**config.mk**
```make
export PLATFORM = sky130hd
export DESIGN_NAME = header_length_checksum_deframer_flat
export DESIGN_NICKNAME = d
export VERILOG_FILES = /design/src/rtl/hlcd_pkg.sv /design/src/rtl/hlcd_if.sv /design/src/rtl/hlcd_ctrl.sv /design/src/rtl/hlcd_dpath.sv /design/src/rtl/header_length_checksum_deframer.sv /design/src/flat_wrapper.sv
export SDC_FILE = /design/constraint.sdc
export NUM_CORES = 1
export LEC_CHECK = 0
export BUFFER_PORTS_ARGS = -buffer_cell sky130_fd_sc_hd__buf_2
export CORE_ASPECT_RATIO = 1.25
export CORE_MARGIN = 4
export CORE_UTILIZATION = 40
export DETAILED_ROUTE_END_ITERATION = 7
export PLACE_DENSITY_LB_ADDON = 0.25
export SYNTH_ARGS = -nofsm -noshare
export SYNTH_HDL_FRONTEND = slang
export SYNTH_HIERARCHICAL = 1
export SYNTH_SLANG_ARGS = --single-unit
```
**constraint.sdc**
```tcl
create_clock -name clock -period 3.9 [get_ports clock]
set_clock_uncertainty 0.1 [all_clocks]
set_input_delay 0.195 -clock clock [delete_from_list [all_inputs] [get_ports clock]]
set_output_delay 0.195 -clock clock [all_outputs]
set_load 0.005 [all_outputs]
```
**src/rtl/hlcd_pkg.sv**
```systemverilog
// hlcd_pkg: shared constants, types and register indexes of the frame deframer
// used by every rtl file of the block; depends on nothing
package hlcd_pkg;

   // frame store depth and derived widths
   localparam int MAX_FRAME      = 32;
   localparam int FRAME_OVERHEAD = 3;
   localparam int MAX_LIMIT      = MAX_FRAME - FRAME_OVERHEAD;
   localparam int IDX_W          = $clog2(MAX_FRAME);
   localparam int CNT_W          = $clog2(MAX_FRAME + 1);

   // fixed field widths
   localparam int BYTE_W     = 8;
   localparam int POS_W      = 5;
   localparam int LEN_W      = 5;
   localparam int LIMIT_W    = 5;
   localparam int CSR_IDX_W  = 2;
   localparam int CSR_DATA_W = 8;

   // register indexes
   localparam logic [CSR_IDX_W-1:0] CSR_FIRST_HEADER  = 2'd0;
   localparam logic [CSR_IDX_W-1:0] CSR_SECOND_HEADER = 2'd1;
   localparam logic [CSR_IDX_W-1:0] CSR_PAYLOAD_LIMIT = 2'd2;

   // register reset values
   localparam logic [BYTE_W-1:0]  FIRST_HEADER_RST  = 8'd170;
   localparam logic [BYTE_W-1:0]  SECOND_HEADER_RST = 8'd85;
   localparam logic [LIMIT_W-1:0] PAYLOAD_LIMIT_RST = 5'd29;

   // parser phases
   typedef enum logic [2:0] {
      PH_HEAD0,
      PH_HEAD1,
      PH_LEN,
      PH_DATA,
      PH_SUM,
      PH_EMIT
   } hlcd_phase_type;

   // controller to datapath commands
   typedef struct packed {
      logic keep;
      logic clear;
      logic load_len;
      logic rd_en;
   } hlcd_cmd_type;

   // datapath to controller status
   typedef struct packed {
      logic is_head0;
      logic is_head1;
      logic len_ok;
      logic len_zero;
      logic data_done;
      logic sum_ok;
      logic rd_last;
      logic rd_free;
   } hlcd_sts_type;

endpackage

```
**src/rtl/hlcd_if.sv**
```systemverilog
// hlcd_req_if / hlcd_rsp_if: valid-ready channels for received bytes and frame bytes
// depends on hlcd_pkg for field widths
interface hlcd_req_if import hlcd_pkg::*; ();
   logic              valid;
   logic              ready;
   logic [BYTE_W-1:0] rx_byte;

   modport source (output valid, output rx_byte, input ready);
   modport sink (input valid, input rx_byte, output ready);
endinterface

interface hlcd_rsp_if import hlcd_pkg::*; ();
   logic              valid;
   logic              ready;
   logic [BYTE_W-1:0] frame_byte;
   logic [POS_W-1:0]  byte_position;
   logic              last_of_frame;

   modport source (output valid, output frame_byte, output byte_position,
                   output last_of_frame, input ready);
   modport sink (input valid, input frame_byte, input byte_position,
                 input last_of_frame, output ready);
endinterface

```
**src/rtl/hlcd_ctrl.sv**
```systemverilog
// hlcd_ctrl: parser state machine, issues store, clear and readout commands
// depends on hlcd_pkg
module hlcd_ctrl import hlcd_pkg::*; (
   input  logic         clock,
   input  logic         reset,
   input  logic         req_valid,
   output logic         req_ready,
   input  hlcd_sts_type sts,
   output hlcd_cmd_type cmd
);

   hlcd_phase_type state_ff;
   hlcd_phase_type state_in;
   logic           acc;

   // state register
   always_ff @(posedge clock) begin
      if (reset) begin
         state_ff <= PH_HEAD0;
      end else begin
         state_ff <= state_in;
      end
   end

   // next state and commands
   always_comb begin
      state_in  = state_ff;
      cmd       = '0;
      req_ready = (state_ff != PH_EMIT);
      acc       = req_valid && req_ready;
      case (state_ff)
         PH_HEAD0: begin
            if (acc && sts.is_head0) begin
               cmd.keep = 1'b1;
               state_in = PH_HEAD1;
            end
         end
         PH_HEAD1: begin
            if (acc) begin
               if (sts.is_head1) begin
                  cmd.keep = 1'b1;
                  state_in = PH_LEN;
               end else begin
                  cmd.clear = 1'b1;
                  state_in  = PH_HEAD0;
               end
            end
         end
         PH_LEN: begin
            if (acc) begin
               if (sts.len_ok) begin
                  cmd.keep     = 1'b1;
                  cmd.load_len = 1'b1;
                  state_in     = sts.len_zero ? PH_SUM : PH_DATA;
               end else begin
                  cmd.clear = 1'b1;
                  state_in  = PH_HEAD0;
               end
            end
         end
         PH_DATA: begin
            if (acc) begin
               cmd.keep = 1'b1;
               if (sts.data_done) begin
                  state_in = PH_SUM;
               end
            end
         end
         PH_SUM: begin
            if (acc) begin
               if (sts.sum_ok) begin
                  state_in = PH_EMIT;
               end else begin
                  cmd.clear = 1'b1;
                  state_in  = PH_HEAD0;
               end
            end
         end
         PH_EMIT: begin
            // one store read per free slot, last read ends the frame
            if (sts.rd_free) begin
               cmd.rd_en = 1'b1;
               if (sts.rd_last) begin
                  cmd.clear = 1'b1;
                  state_in  = PH_HEAD0;
               end
            end
         end
         default: begin
            cmd.clear = 1'b1;
            state_in  = PH_HEAD0;
         end
      endcase
   end

endmodule

```
**src/rtl/hlcd_dpath.sv**
```systemverilog
// hlcd_dpath: config registers, frame store, counters, checksum and readout pipeline
// depends on hlcd_pkg and hlcd_rsp_if
module hlcd_dpath import hlcd_pkg::*; (
   input  logic                  clock,
   input  logic                  reset,
   input  logic [BYTE_W-1:0]     rx_byte,
   input  logic                  csr_we,
   input  logic [CSR_IDX_W-1:0]  csr_index,
   input  logic [CSR_DATA_W-1:0] csr_wdata,
   input  hlcd_cmd_type          cmd,
   output hlcd_sts_type          sts,
   hlcd_rsp_if.source            rsp_ch
);

   logic [BYTE_W-1:0]  first_hdr_ff;
   logic [BYTE_W-1:0]  second_hdr_ff;
   logic [LIMIT_W-1:0] limit_ff;

   logic [BYTE_W-1:0]  store_mem [MAX_FRAME];
   logic [CNT_W-1:0]   fill_ff;
   logic [LEN_W-1:0]   len_ff;
   logic [BYTE_W-1:0]  sum_ff;
   logic [CNT_W-1:0]   rd_ptr_ff;
   logic [CNT_W-1:0]   rd_ptr_nx;

   logic               rd_valid_ff;
   logic [BYTE_W-1:0]  rd_data_ff;
   logic [POS_W-1:0]   rd_pos_ff;
   logic               rd_last_ff;

   logic               out_valid_ff;
   logic [BYTE_W-1:0]  out_byte_ff;
   logic [POS_W-1:0]   out_pos_ff;
   logic               out_last_ff;

   logic [BYTE_W-1:0]  eff_limit;
   logic               advance;

   // configuration writes
   always_ff @(posedge clock) begin
      if (reset) begin
         first_hdr_ff  <= FIRST_HEADER_RST;
         second_hdr_ff <= SECOND_HEADER_RST;
         limit_ff      <= PAYLOAD_LIMIT_RST;
      end else if (csr_we) begin
         case (csr_index)
            CSR_FIRST_HEADER:  first_hdr_ff  <= csr_wdata;
            CSR_SECOND_HEADER: second_hdr_ff <= csr_wdata;
            CSR_PAYLOAD_LIMIT: limit_ff      <= csr_wdata[LIMIT_W-1:0];
            default: begin
            end
         endcase
      end
   end

   // limit saturated so a frame always fits the store
   assign eff_limit = (BYTE_W'(limit_ff) > BYTE_W'(MAX_LIMIT)) ?
                      BYTE_W'(MAX_LIMIT) : BYTE_W'(limit_ff);

   // frame store write
   always_ff @(posedge clock) begin
      if (cmd.keep && (fill_ff < CNT_W'(MAX_FRAME))) begin
         store_mem[fill_ff[IDX_W-1:0]] <= rx_byte;
      end
   end

   // fill count, length and running sum
   always_ff @(posedge clock) begin
      if (reset) begin
         fill_ff <= '0;
         len_ff  <= '0;
         sum_ff  <= '0;
      end else begin
         if (cmd.clear) begin
            fill_ff <= '0;
            sum_ff  <= '0;
         end else if (cmd.keep) begin
            if (fill_ff < CNT_W'(MAX_FRAME)) begin
               fill_ff <= fill_ff + CNT_W'(1);
            end
            sum_ff <= sum_ff + rx_byte;
         end
         if (cmd.load_len) begin
            len_ff <= rx_byte[LEN_W-1:0];
         end
      end
   end

   // readout pointer
   assign rd_ptr_nx = rd_ptr_ff + CNT_W'(1);

   always_ff @(posedge clock) begin
      if (reset) begin
         rd_ptr_ff <= '0;
      end else if (cmd.rd_en) begin
         rd_ptr_ff <= (rd_ptr_nx == fill_ff) ? '0 : rd_ptr_nx;
      end
   end

   // store read stage
   assign advance = rd_valid_ff && (!out_valid_ff || rsp_ch.ready);

   always_ff @(posedge clock) begin
      if (cmd.rd_en) begin
         rd_data_ff <= store_mem[rd_ptr_ff[IDX_W-1:0]];
         rd_pos_ff  <= POS_W'(rd_ptr_ff);
         rd_last_ff <= (rd_ptr_nx == fill_ff);
      end
   end

   always_ff @(posedge clock) begin
      if (reset) begin
         rd_valid_ff <= 1'b0;
      end else if (cmd.rd_en) begin
         rd_valid_ff <= 1'b1;
      end else if (advance) begin
         rd_valid_ff <= 1'b0;
      end
   end

   // output register
   always_ff @(posedge clock) begin
      if (reset) begin
         out_valid_ff <= 1'b0;
      end else if (advance) begin
         out_valid_ff <= 1'b1;
      end else if (rsp_ch.ready) begin
         out_valid_ff <= 1'b0;
      end
   end

   always_ff @(posedge clock) begin
      if (advance) begin
         out_byte_ff <= rd_data_ff;
         out_pos_ff  <= rd_pos_ff;
         out_last_ff <= rd_last_ff;
      end
   end

   assign rsp_ch.valid         = out_valid_ff;
   assign rsp_ch.frame_byte    = out_byte_ff;
   assign rsp_ch.byte_position = out_pos_ff;
   assign rsp_ch.last_of_frame = out_last_ff;

   // status to the controller
   always_comb begin
      sts.is_head0  = (rx_byte == first_hdr_ff);
      sts.is_head1  = (rx_byte == second_hdr_ff);
      sts.len_ok    = (rx_byte <= eff_limit);
      sts.len_zero  = (rx_byte == '0);
      sts.data_done = ({1'b0, fill_ff} >=
                       ((CNT_W+1)'(len_ff) + (CNT_W+1)'(FRAME_OVERHEAD - 1)));
      sts.sum_ok    = (rx_byte == sum_ff);
      sts.rd_last   = (rd_ptr_nx == fill_ff);
      sts.rd_free   = !rd_valid_ff || advance;
   end

endmodule

```
**src/rtl/header_length_checksum_deframer.sv**
```systemverilog
// header_length_checksum_deframer: top level, joins the parser controller and datapath
// depends on hlcd_pkg, hlcd_if, hlcd_ctrl and hlcd_dpath
//
// Usage:
//   req_ch carries received bytes, one per accepted request (valid and ready high).
//   The parser hunts for the two header bytes, takes a length byte (dropped and
//   hunting resumed when above the payload limit), stores the payload and checks
//   the following checksum byte against the 8-bit sum of headers, length and payload.
//   A good frame comes out on rsp_ch as one request per stored byte (checksum not
//   included) with its position and a last flag; a bad frame gives nothing.
//   req_ch.ready stays high while a frame is being parsed.
//   After a good checksum the block reads the frame store out at one byte per cycle
//   while the receiver keeps up, and holds req_ch.ready low through the readout
//   of all the frame's bytes (frame length plus three); the first result passes
//   the read stage and the output register. The store's single read port sets
//   that readout rate. A stalled receiver stops the readout: an output register and
//   a read stage hold results, and the request channel stays closed until the last
//   read is issued. csr_we writes register csr_index (0 first header, 1 second
//   header, 2 payload limit); the user must write only while the block is idle,
//   and the block has no check for it. Reset (synchronous, active high) returns
//   to header hunting, clears the output and loads the register defaults 170, 85 and 29.
module header_length_checksum_deframer import hlcd_pkg::*; (
   input  logic                  clock,
   input  logic                  reset,
   hlcd_req_if.sink              req_ch,
   hlcd_rsp_if.source            rsp_ch,
   input  logic                  csr_we,
   input  logic [CSR_IDX_W-1:0]  csr_index,
   input  logic [CSR_DATA_W-1:0] csr_wdata
);

   hlcd_cmd_type cmd;
   hlcd_sts_type sts;
   logic         req_ready;

   // parser controller
   hlcd_ctrl u_ctrl (
      .clock     (clock),
      .reset     (reset),
      .req_valid (req_ch.valid),
      .req_ready (req_ready),
      .sts       (sts),
      .cmd       (cmd)
   );

   assign req_ch.ready = req_ready;

   // datapath
   hlcd_dpath u_dpath (
      .clock     (clock),
      .reset     (reset),
      .rx_byte   (req_ch.rx_byte),
      .csr_we    (csr_we),
      .csr_index (csr_index),
      .csr_wdata (csr_wdata),
      .cmd       (cmd),
      .sts       (sts),
      .rsp_ch    (rsp_ch)
   );

   // readout never overlaps taking a request
   a_rd_no_req: assert property (@(posedge clock) disable iff (reset)
      cmd.rd_en |-> !req_ready)
      else $error("store read issued while requests are taken");

   // a byte is never stored and cleared together
   a_keep_clear: assert property (@(posedge clock) disable iff (reset)
      !(cmd.keep && cmd.clear))
      else $error("store and clear in the same cycle");

   // a byte is stored only from an accepted request
   a_keep_acc: assert property (@(posedge clock) disable iff (reset)
      cmd.keep |-> (req_ch.valid && req_ready))
      else $error("byte stored without an accepted request");

endmodule

```
**src/flat_wrapper.sv**
```systemverilog
// flat-port wrapper written by rule: the top's interface ports become plain ports
module header_length_checksum_deframer_flat import hlcd_pkg::*;
  (clock, reset, csr_we, csr_index, csr_wdata, req_ch_valid, req_ch_rx_byte, req_ch_ready, rsp_ch_valid, rsp_ch_frame_byte, rsp_ch_byte_position, rsp_ch_last_of_frame, rsp_ch_ready);
  hlcd_req_if req_ch_i ();
  hlcd_rsp_if rsp_ch_i ();
  input  logic clock;
  input  logic reset;
  input  logic csr_we;
  input  logic [CSR_IDX_W-1:0] csr_index;
  input  logic [CSR_DATA_W-1:0] csr_wdata;
  input wire logic [$bits(req_ch_i.valid)-1:0] req_ch_valid;
  input wire logic [$bits(req_ch_i.rx_byte)-1:0] req_ch_rx_byte;
  output wire logic [$bits(req_ch_i.ready)-1:0] req_ch_ready;
  output wire logic [$bits(rsp_ch_i.valid)-1:0] rsp_ch_valid;
  output wire logic [$bits(rsp_ch_i.frame_byte)-1:0] rsp_ch_frame_byte;
  output wire logic [$bits(rsp_ch_i.byte_position)-1:0] rsp_ch_byte_position;
  output wire logic [$bits(rsp_ch_i.last_of_frame)-1:0] rsp_ch_last_of_frame;
  input wire logic [$bits(rsp_ch_i.ready)-1:0] rsp_ch_ready;
  assign req_ch_i.valid = req_ch_valid;
  assign req_ch_i.rx_byte = req_ch_rx_byte;
  assign req_ch_ready = req_ch_i.ready;
  assign rsp_ch_valid = rsp_ch_i.valid;
  assign rsp_ch_frame_byte = rsp_ch_i.frame_byte;
  assign rsp_ch_byte_position = rsp_ch_i.byte_position;
  assign rsp_ch_last_of_frame = rsp_ch_i.last_of_frame;
  assign rsp_ch_i.ready = rsp_ch_ready;
  header_length_checksum_deframer u_core (.clock(clock), .reset(reset), .req_ch(req_ch_i), .rsp_ch(rsp_ch_i), .csr_we(csr_we), .csr_index(csr_index), .csr_wdata(csr_wdata));
endmodule
```
==> flow_metrics.py, run 1 <==
metrics = {
    "routing": {
        "wl_per_cell_um": 22.1,
        "drc_errors": 0,
        "first_pass_iters": 7,
        "antenna_left": 0,
        "drt_wl_total_um": 31500,
        "dr_total_vias": 7537,
        "dr.first_iter.drc_count": 525,
        "vias_per_cell": 5.28,
    },
    "power_and_ir_drop": {
        "power_density_nw_per_um2": 444,
        "p_leak_nw": 5.31,
        "vdd_ir_drop_max_mv": 0.294,
        "p_total_mw": 7.22,
    },
    "outcome": {
        "status": "complete, no violations",
    },
    "clock_network": {
        "cts_max_level": 1,
        "cts_sinks": 335,
        "clkTransAtPathRegs_ns": 0.06,
        "cts_tree": "done",
        "numCtsBuffers": 31,
        "root_buffer": "clkbuf_16",
        "cts_setup_buffers": 0,
        "insertion_delay_ns": 0.57,
        "clockBufferDepth": 3,
    },
    "global_routing": {
        "grt_pass1_vias": 7724,
        "grt_antenna_before_repair": 1,
        "grt-ovfl-total": 0,
        "grtUsageTotal_pct": 16.6,
        "grt_pass1_wl_um": 47900,
        "grt_max_degree": 71,
    },
    "logic_synthesis": {
        "avgSynthCellArea_um2": 16.9,
        "yosys_warnings": 6,
        "yosys_most_used_dff": "edfxtp_1",
        "async_flop_share_pct": 0,
        "synth-seq-cells": 335,
        "syn-cell-area_um2": 14000,
        "synth_fp_nets": 879,
        "syn_inst": 831,
        "yosysSeqAreaShare_pct": 68.1,
        "synth_edf_count": 284,
        "ys_types": 59,
    },
    "worst_setup_path": {
        "critPathMaxFanout": 8,
        "critPathCaptureType": "flop",
        "reg2reg_from": "u_core/u_dpath/limit_ff[4]",
        "required_ns": 4.07,
        "worstPathArrival_ns": 3.68,
        "crit_type": "flop to flop",
        "worstSetupStartpoint": "u_core/u_dpath/limit_ff[4]",
        "worstSetupStartpointType": "flop",
    },
    "die": {
        "die_area_um2": 38100,
        "row_count": 76,
        "core_um2": 34500,
        "fp.dieH_um": 217,
        "die_x_um": 175,
        "start_util_pct": 40.6,
        "ios": 39,
    },
    "placement": {
        "gp_congestion": 0.814,
        "placed_cell_area_um2": 15100,
        "placed_cells": 1358,
        "port_buffers": 38,
        "pre_cts_slack_ns": 0.258,
        "dpl.hpwl_um": 21200,
    },
    "timing": {
        "rsz0062_at_grt": "false",
        "fin_ws_ns": 0.393,
        "finalHoldWorstSlack_ns": 0.0645,
        "finalSetupViolCount": 0,
        "hold_violations": 0,
        "tightest_slew_ns": 0.964,
        "drv_slew": 0,
        "fin_setup_tns_ns": 0,
        "relSlewSlack_pct": 35.7,
        "fin_crit_ns": 3.51,
        "min_period_over_period_pct": 89.9,
        "fmax_mhz": 285,
    },
    "final_layout": {
        "area_growth_pct": 15.9,
        "antenna_cells": 0,
        "fin_util_pct": 47.1,
        "drive_gt1_share_pct": 26.8,
        "finalNonFillerCells": 1428,
        "nNetsFinal": 983,
        "fin_area_um2": 16300,
        "fill_cells": 2930,
    },
    "min_path": {
        "hp-class": "input pin to flop",
        "hp-start": "req_ch_rx_byte[1]",
    },
    "run": {
        "drv_cap": 0,
    },
}
## cell usage in the layout, fill, tap and decap left out, types with 6 or more instances in the layout
cell type,instances
nor3_1,6
nor2b_1,12
mux2i_1,17
a211o_1,9
o21ai_0,14
a21oi_1,20
nor2_1,82
clkbuf_1,7
buf_4,60
nand3_1,13
nand2_1,18
ha_1,24
clkbuf_16,31
nand2b_1,11
dfxtp_1,49
xnor2_1,25
a21o_1,6
edfxtp_1,284
buf_2,38
dlygate4sd3_1,12
inv_1,20
nand4_1,7
mux4_2,80
mux2_2,8
nand3b_1,7
## flip-flops by register name, summed over array words and instances (netlist names), 5 cells and up
name                                 flops
u_core/u_dpath/rd_data_ff                8
u_core/u_dpath/rd_pos_ff                 5
u_core/u_dpath/sum_ff                    8
u_core/u_dpath/store_mem               256
u_core/u_dpath/rsp_ch.frame_byte         8
u_core/u_dpath/rd_ptr_ff                 6
u_core/u_dpath/second_hdr_ff             8
u_core/u_dpath/first_hdr_ff              8
u_core/u_dpath/limit_ff                  5
u_core/u_dpath/rsp_ch.byte_position      5
u_core/u_dpath/len_ff                    5
u_core/u_dpath/fill_ff                   6
## what timing repair did
action	in CTS	in global routing
hold buffers	12	0
endpoints found under the hold margin	41	0
gates resized for setup	0	5
endpoints found under the setup margin	0	230
## worst paths after layout
path,end,slack [ns],cells after the start
setup / recovery,u_core/u_dpath/store_mem[30][7],0.39,17
hold / removal,u_core/u_dpath/store_mem[12][1],0.06,2
setup reg to reg,u_core/u_dpath/store_mem[30][7],0.39,17
hold reg to reg,u_core/u_dpath/rsp_ch.byte_position[0],0.32,0
## logic make-up after synthesis
family          Yosys count  synth area share, %
flops                   335                 68.1
simple gates            191                 6.88
mux                     105                 14.7
compound gates           82                 4.10
buf+inv                  63                 2.02
xor+xnor                 30                 1.87
fa+ha+maj                25                 2.29
## layout make-up
| class | count | area, um^2 | area share [%] |
|---|---|---|---|
| inverter | 23 | 87.6 | 0.539 |
| clock buffer | 40 | 830 | 5.10 |
| clock inverter | 18 | 210 | 1.29 |
| multi-input combinational | 433 | 4200 | 25.8 |
| timing repair buffer | 111 | 781 | 4.80 |
| sequential | 335 | 9560 | 58.8 |
| tap | 468 | 586 | 3.60 |
## critical path: stages, from the launching register on
cell      delay (ns)
dfxtp_1         0.33
inv_1           0.07
o31ai_1         0.26
ha_1            0.28
nor2b_1         0.13
o21a_1          0.16
o21a_1          0.16
o21ai_0         0.16
nand2b_1        0.07
a21oi_1         0.19
mux2i_1         0.11
a21oi_2         0.20
inv_1           0.07
nor2_1          0.17
buf_4           0.20
nand2_2         0.20
nor2_1          0.16
buf_4           0.18
## layer usage
metal  GRT usage [%]  wire [um]
met1            21.8      13200
met2            29.4      16200
met3            2.02       1370
met4            4.60        705
met5               0          0
## Yosys cell counts (2+ instances only)
library cell,instances,area (um^2)
mux2_2,8,90.1
xor2_1,5,43.8
nand2_1,22,82.6
a211oi_2,2,25.0
inv_1,20,75.1
buf_2,9,45.0
nand3_1,13,65.1
a31oi_1,3,18.8
o21a_1,5,37.5
nand4b_1,3,26.3
edfxtp_1,284,8530
o21ai_0,14,70.1
mux2i_1,17,170
xnor2_1,25,219
nor3_1,6,30.0
and3_1,4,25.0
nand3b_1,7,52.6
ha_1,24,300
nand4_1,7,43.8
nor2b_1,12,75.1
a21o_1,6,45.0
buf_6,4,45.0
or2_2,2,12.5
nand2b_1,11,68.8
o211ai_1,3,22.5
mux4_2,80,1800
nor3b_1,4,30.0
dfxtp_1,51,1020
a21oi_1,21,105
nor4_1,5,31.3
a41o_1,2,20.0
a2111o_1,2,22.5
or3_1,4,25.0
o31ai_1,2,15.0
a211o_1,9,78.8
a211oi_1,4,30.0
nor2_1,83,312
a21boi_0,2,15.0
inv_2,2,7.51
buf_1,4,15.0
clkbuf_1,22,82.6
## where the power goes
part           switching [mW]  total, mW  internal, mW
sequential             0.0127       3.90          3.89
combinational           0.153      0.253         0.100
clock                    1.29       3.07          1.78
total                    1.46       7.22          5.76
(Power assumes the default switching activity.)
==> run 2, diff against run 1 <==
Clock period 3.9 ns to 3.1 ns, I/O delays scaled along.
==> run 2 against run 1 <==
The flow now finishes with violations (negative setup slack). Critical path depth unchanged. Register-to-register slack lost 0.48 ns. Critical path type unchanged. Design area rose by 3.2%. Largest power group unchanged. Critical endpoint is now u_core/u_dpath/store_mem[22][5]. Sequential cell count is the same. Total power increased by 29%. Global-route usage rose by 0.10 points. Worst hold slack worse by 0.026 ns. Die area unchanged. Non-clock buffer count shrank 3.
==> flow_metrics.py, run 2 (synthesis results as in run 1) <==
metrics = {
    "timing": {
        "rsz0062_at_grt": "true",
        "tightest_slew_ns": 0.597,
        "hold_violations": 0,
        "fin_crit_ns": 3.18,
        "fin_ws_ns": -0.0835,
        "relSlewSlack_pct": 60.1,
        "finalSetupViolCount": 249,
        "min_period_over_period_pct": 103,
        "fmax_mhz": 314,
        "fin_setup_tns_ns": -9.07,
        "drv_slew": 0,
    },
    "routing": {
        "first_pass_iters": 4,
        "wl_per_cell_um": 21.8,
        "drc_errors": 0,
        "dr.first_iter.drc_count": 684,
        "drt_wl_total_um": 31200,
        "antenna_left": 0,
        "dr_total_vias": 7565,
        "vias_per_cell": 5.28,
    },
    "outcome": {
        "failed_checks": "negative setup slack",
        "status": "finished with violations",
    },
    "global_routing": {
        "grt_pass1_vias": 7823,
        "grt_max_degree": 66,
        "grtUsageTotal_pct": 16.7,
        "grt_antenna_before_repair": 1,
        "grt-ovfl-total": 0,
        "grt_pass1_wl_um": 48300,
    },
    "final_layout": {
        "antenna_cells": 0,
        "layout_commonest_cell": "edfxtp_1",
        "largest_reg_flops": 256,
        "regArea_um2": 9560,
        "fill_cells": 2880,
        "layout_common_cells": "edfxtp_1, mux4_2, buf_4",
        "fin_util_pct": 48.6,
        "multiInputGateArea_um2": 4590,
        "nNetsFinal": 986,
        "drive_gt1_share_pct": 31.6,
        "area_growth_pct": 19.7,
    },
    "clock_network": {
        "insertion_delay_ns": 0.52,
        "cts_tree": "done",
        "root_buffer": "clkbuf_16",
        "clkTransAtPathRegs_ns": 0.06,
        "cts_sinks": 335,
        "clockBufferDepth": 3,
        "numCtsBuffers": 35,
        "cts_max_level": 2,
    },
    "worst_setup_path": {
        "critPathCaptureType": "flop",
        "required_ns": 3.19,
        "critPathMaxFanout": 8,
        "crit_type": "flop to flop",
        "worstPathArrival_ns": 3.28,
        "worstSetupStartpointType": "flop",
    },
    "die": {
        "ios": 39,
        "start_util_pct": 40.6,
        "core_um2": 34500,
        "row_count": 76,
        "die_area_um2": 38100,
        "fp.dieH_um": 217,
        "die_x_um": 175,
    },
    "min_path": {
        "hp-class": "input pin to flop",
    },
    "power_and_ir_drop": {
        "p_total_mw": 9.32,
        "power_density_nw_per_um2": 556,
        "p_leak_nw": 5.35,
        "vdd_ir_drop_max_mv": 0.413,
    },
    "placement": {
        "dpl.hpwl_um": 20700,
        "gp_congestion": 0.834,
        "pre_cts_slack_ns": -0.121,
        "port_buffers": 38,
    },
    "run": {
        "drv_cap": 0,
    },
}
==> run 2: metrics by stage <==
stage / instances / hold WS, ns / instance area, um^2
6_report: 1433 / 0.0387 / 16800
2_1_floorplan: 831 / 0.124 / 14300
3_3_place_gp: 1349 / 0.276 / 15400
3_5_place_dp: 1349 / 0.281 / 15400
5_1_grt: 1433 / 0.0598 / 16800
4_1_cts: 1428 / 0.0164 / 16700
==> run 2: final cells by class <==
type | instances | area share [%]
well taps | 468 | 3.49
multi-input cells | 435 | 27.4
inverters | 23 | 0.537
repair buffers | 108 | 4.97
flip-flops and latches | 335 | 57.0
clock inverters | 23 | 1.20
clock buffers | 41 | 5.48
==> run 2: layer usage <==
metal / share of wire, % / routed length, um / vias to the layer above / track usage (%)
met5: 0 / 0 / - / 0
met4: 2.0 / 612 / 0 / 4.71
met3: 3.3 / 1040 / 30 / 2.50
met2: 52 / 16200 / 158 / 28.8
met1: 43 / 13400 / 3905 / 22.3
li1: - / - / 3472 / -
==> run 2: worst max-delay path, cell delays in order (launching register included) <==
cell and delay (ns):
dfxtp_2 0.33, inv_2 0.05, o31ai_4 0.22, ha_1 0.27, nor2b_4 0.13, o21a_1 0.17, o21a_1 0.16, o21ai_1 0.11
nand2b_1 0.08, a21oi_2 0.15, mux2i_1 0.09, a21oi_1 0.14, buf_4 0.14, inv_4 0.04, nor2_4 0.09, buf_12 0.18
nand2_8 0.14, nor2_4 0.27
==> run 2: path summary, 6_finish.rpt <==
kind	end	start	cells past startpoint	slack (ns)
setup / recovery	u_core/u_dpath/store_mem[22][5]	u_core/u_dpath/limit_ff[3]	17	-0.08
hold / removal	u_core/u_ctrl/state_ff[2]	req_ch_valid	4	0.04
setup reg to reg	u_core/u_dpath/store_mem[22][5]	u_core/u_dpath/limit_ff[3]	17	-0.08
hold reg to reg	u_core/u_dpath/rsp_ch.frame_byte[2]	u_core/u_dpath/rd_data_ff[2]	0	0.32
==> run 2: what timing repair did <==
action / CTS / global route
endpoints found under the setup margin: 260 / 268
pin swaps: 6 / 14
resized for setup: 7 / 11
endpoints found under the hold margin: 27 / 0
setup buffers: 3 / 4
hold buffers: 11 / 0
gates cloned: 1 / 1
==> run 2: report_power, final <==
group	internal (mW)	leakage [nW]	total, mW	switching [mW]
clock	2.39	0.540	4.09	1.70
sequential	4.89	2.95	4.91	0.0164
combinational	0.137	1.86	0.328	0.191
==> run 3, diff against run 2 <==
Clock period 3.1 ns to 2.65 ns, I/O delays scaled along.
==> run 3 against run 2 <==
The run still ends with negative setup slack left. Non-clock buffer count is 31 higher. Global-route usage increased by 0.23 points. Fmax fell by 1.3%. Clock power is 23% higher. Sequential power up 17%. Sequential share of layout area is 1.2 points lower. Worst hold slack got worse by 0.015 ns. Sequential cell count stayed put. Register-to-register slack got worse by 0.49 ns. Routed wire length rose by 4.8%. Die area did not move. Count of clock-buffer cells in the layout down 2.
==> flow_metrics.py, run 3 (synthesis results as in run 1) <==
metrics = {
    "die": {
        "die_area_um2": 38100,
        "row_count": 76,
        "die_x_um": 175,
        "fp.dieH_um": 217,
        "ios": 39,
        "start_util_pct": 40.6,
        "core_um2": 34500,
    },
    "power_and_ir_drop": {
        "p_total_mw": 11.2,
        "comb_power_share_pct": 3.9,
        "p_leak_nw": 5.55,
        "vdd_ir_drop_max_mv": 0.478,
        "swShare_pct": 20.7,
        "p_int_mw": 8.89,
        "power_frac_clock_pct": 44.9,
        "power.share.sequential_pct": 51.2,
        "power_density_nw_per_um2": 653,
        "power_switching_mw": 2.33,
    },
    "global_routing": {
        "grt_pass1_wl_um": 48700,
        "grtUsageTotal_pct": 16.9,
        "grt-ovfl-total": 0,
        "grt_pass1_vias": 7792,
        "grt_max_degree": 69,
        "grt_antenna_before_repair": 0,
    },
    "routing": {
        "dr_total_vias": 7654,
        "dr.first_iter.drc_count": 549,
        "drt_wl_total_um": 32800,
        "wl_per_cell_um": 22.4,
        "antenna_left": 0,
        "first_pass_iters": 5,
        "vias_per_cell": 5.23,
        "drc_errors": 0,
    },
    "run": {
        "drv_cap": 0,
    },
    "timing": {
        "relSlewSlack_pct": 60.0,
        "fin_ws_ns": -0.576,
        "drv_slew": 0,
        "fin_setup_tns_ns": -137.59,
        "fin_crit_ns": 3.23,
        "min_period_over_period_pct": 122,
        "hold_violations": 0,
        "finalHoldWorstSlack_ns": 0.0238,
        "fmax_mhz": 310,
        "tightest_slew_ns": 0.601,
        "finalSetupViolCount": 275,
        "rsz0062_at_grt": "true",
    },
    "worst_setup_path": {
        "crit_type": "flop to flop",
        "critPathCaptureType": "flop",
        "worstSetupStartpointType": "flop",
        "worstPathArrival_ns": 3.33,
        "regToRegSetupSlack_ns": -0.58,
        "worstSetupStartpoint": "u_core/u_dpath/limit_ff[3]",
        "reg2reg_from": "u_core/u_dpath/limit_ff[3]",
        "critPathMaxFanout": 8,
        "crit_end": "u_core/u_dpath/store_mem[2][0]",
        "required_ns": 2.75,
        "r2r-end": "u_core/u_dpath/store_mem[2][0]",
        "rr_worst_depth": 17,
    },
    "placement": {
        "port_buffers": 38,
        "pre_cts_slack_ns": -0.608,
        "dpl.hpwl_um": 21800,
        "placed_cell_area_um2": 15600,
        "gp_congestion": 0.816,
        "placed_cells": 1375,
    },
    "clock_network": {
        "insertion_delay_ns": 0.52,
        "cts_max_level": 2,
        "clockBufferDepth": 3,
        "cts_tree": "done",
        "numCtsBuffers": 35,
        "clkTransAtPathRegs_ns": 0.07,
        "cts_sinks": 335,
        "root_buffer": "clkbuf_16",
    },
    "final_layout": {
        "area_growth_pct": 22.4,
        "layout_common_cells": "edfxtp_1, mux4_2, buf_4",
        "layout_commonest_cell": "edfxtp_1",
        "fin_util_pct": 49.7,
        "antenna_cells": 0,
        "fin_area_um2": 17200,
        "largest_reg_flops": 256,
        "drive_gt1_share_pct": 34.9,
        "nNetsFinal": 1017,
        "finalNonFillerCells": 1464,
    },
    "outcome": {
        "failed_checks": "negative setup slack",
        "status": "finished with violations",
    },
    "min_path": {
        "hp-class": "input pin to flop",
    },
}
## run 3: changes by cell type in the layout (fill, tap and decap cells not counted), sizes merged
cell         previous run  this run
buf                    97       124
bufinv                  3         5
clkinv                 16        13
clkinvlp                3         5
dlygate4sd3            11        13
inv                    24        25
## run 3: worst max-delay path, stage by stage (launching register included)
cell,delay [ns]
dfxtp_2,0.33
inv_2,0.04
o31ai_4,0.23
ha_1,0.26
nor2b_1,0.13
o21a_1,0.16
o21a_1,0.16
o21ai_1,0.11
nand2b_1,0.08
a21oi_2,0.18
mux2i_1,0.10
a21oi_1,0.16
buf_4,0.14
inv_4,0.03
nor2_4,0.09
buf_12,0.17
nand2_8,0.14
nor2_4,0.29
## run 3: worst min-delay path by stage
stage                      startpoint                              to  slack [ns]  cells past startpoint
floorplan                       reset       u_core/u_ctrl/state_ff[2]        0.10                      1
global placement         csr_wdata[5]  u_core/u_dpath/first_hdr_ff[5]        0.26                      2
global route        req_ch_rx_byte[2]  u_core/u_dpath/store_mem[0][2]        0.03                      2
detailed placement       csr_wdata[5]  u_core/u_dpath/first_hdr_ff[5]        0.26                      2
CTS                 req_ch_rx_byte[2]  u_core/u_dpath/store_mem[1][2]        0.01                      2
finish              req_ch_rx_byte[2]  u_core/u_dpath/store_mem[0][2]        0.02                      2
## run 3: final cells by class
type | instances | area (um^2)
Clock inverter | 25 | 288
Tap cell | 468 | 586
Clock buffer | 39 | 901
Fill cell | 2873 | 17400
Timing Repair Buffer | 139 | 1110
Multi-Input combinational cell | 435 | 4630
Sequential cell | 335 | 9560
Inverter | 23 | 90.1
## run 3: repair_timing
item	CTS	global route
pin swaps	4	29
gates cloned	2	4
endpoints found under the hold margin	26	0
hold buffers	13	0
buffers inserted	2	7
setup endpoints to repair	284	286
gates resized for setup	2	28
## run 3: power by group through the flow
stage	registers (mW)	clock network, mW	logic (mW)
after global routing	5.73	5.40	0.476
final	5.73	5.04	0.437
after global placement	5.85	0	0.410
after floorplan	5.85	0	0.189
after detailed placement	5.85	0	0.413
after CTS	5.73	5.17	0.430
## run 3: layer usage
layer	global-route usage [%]	up-vias	share of wire (%)
met5	0	-	0
met4	5.15	0	2.6
met3	2.71	51	4.5
met2	29.2	177	51
met1	22.3	3880	42
li1	-	3546	-
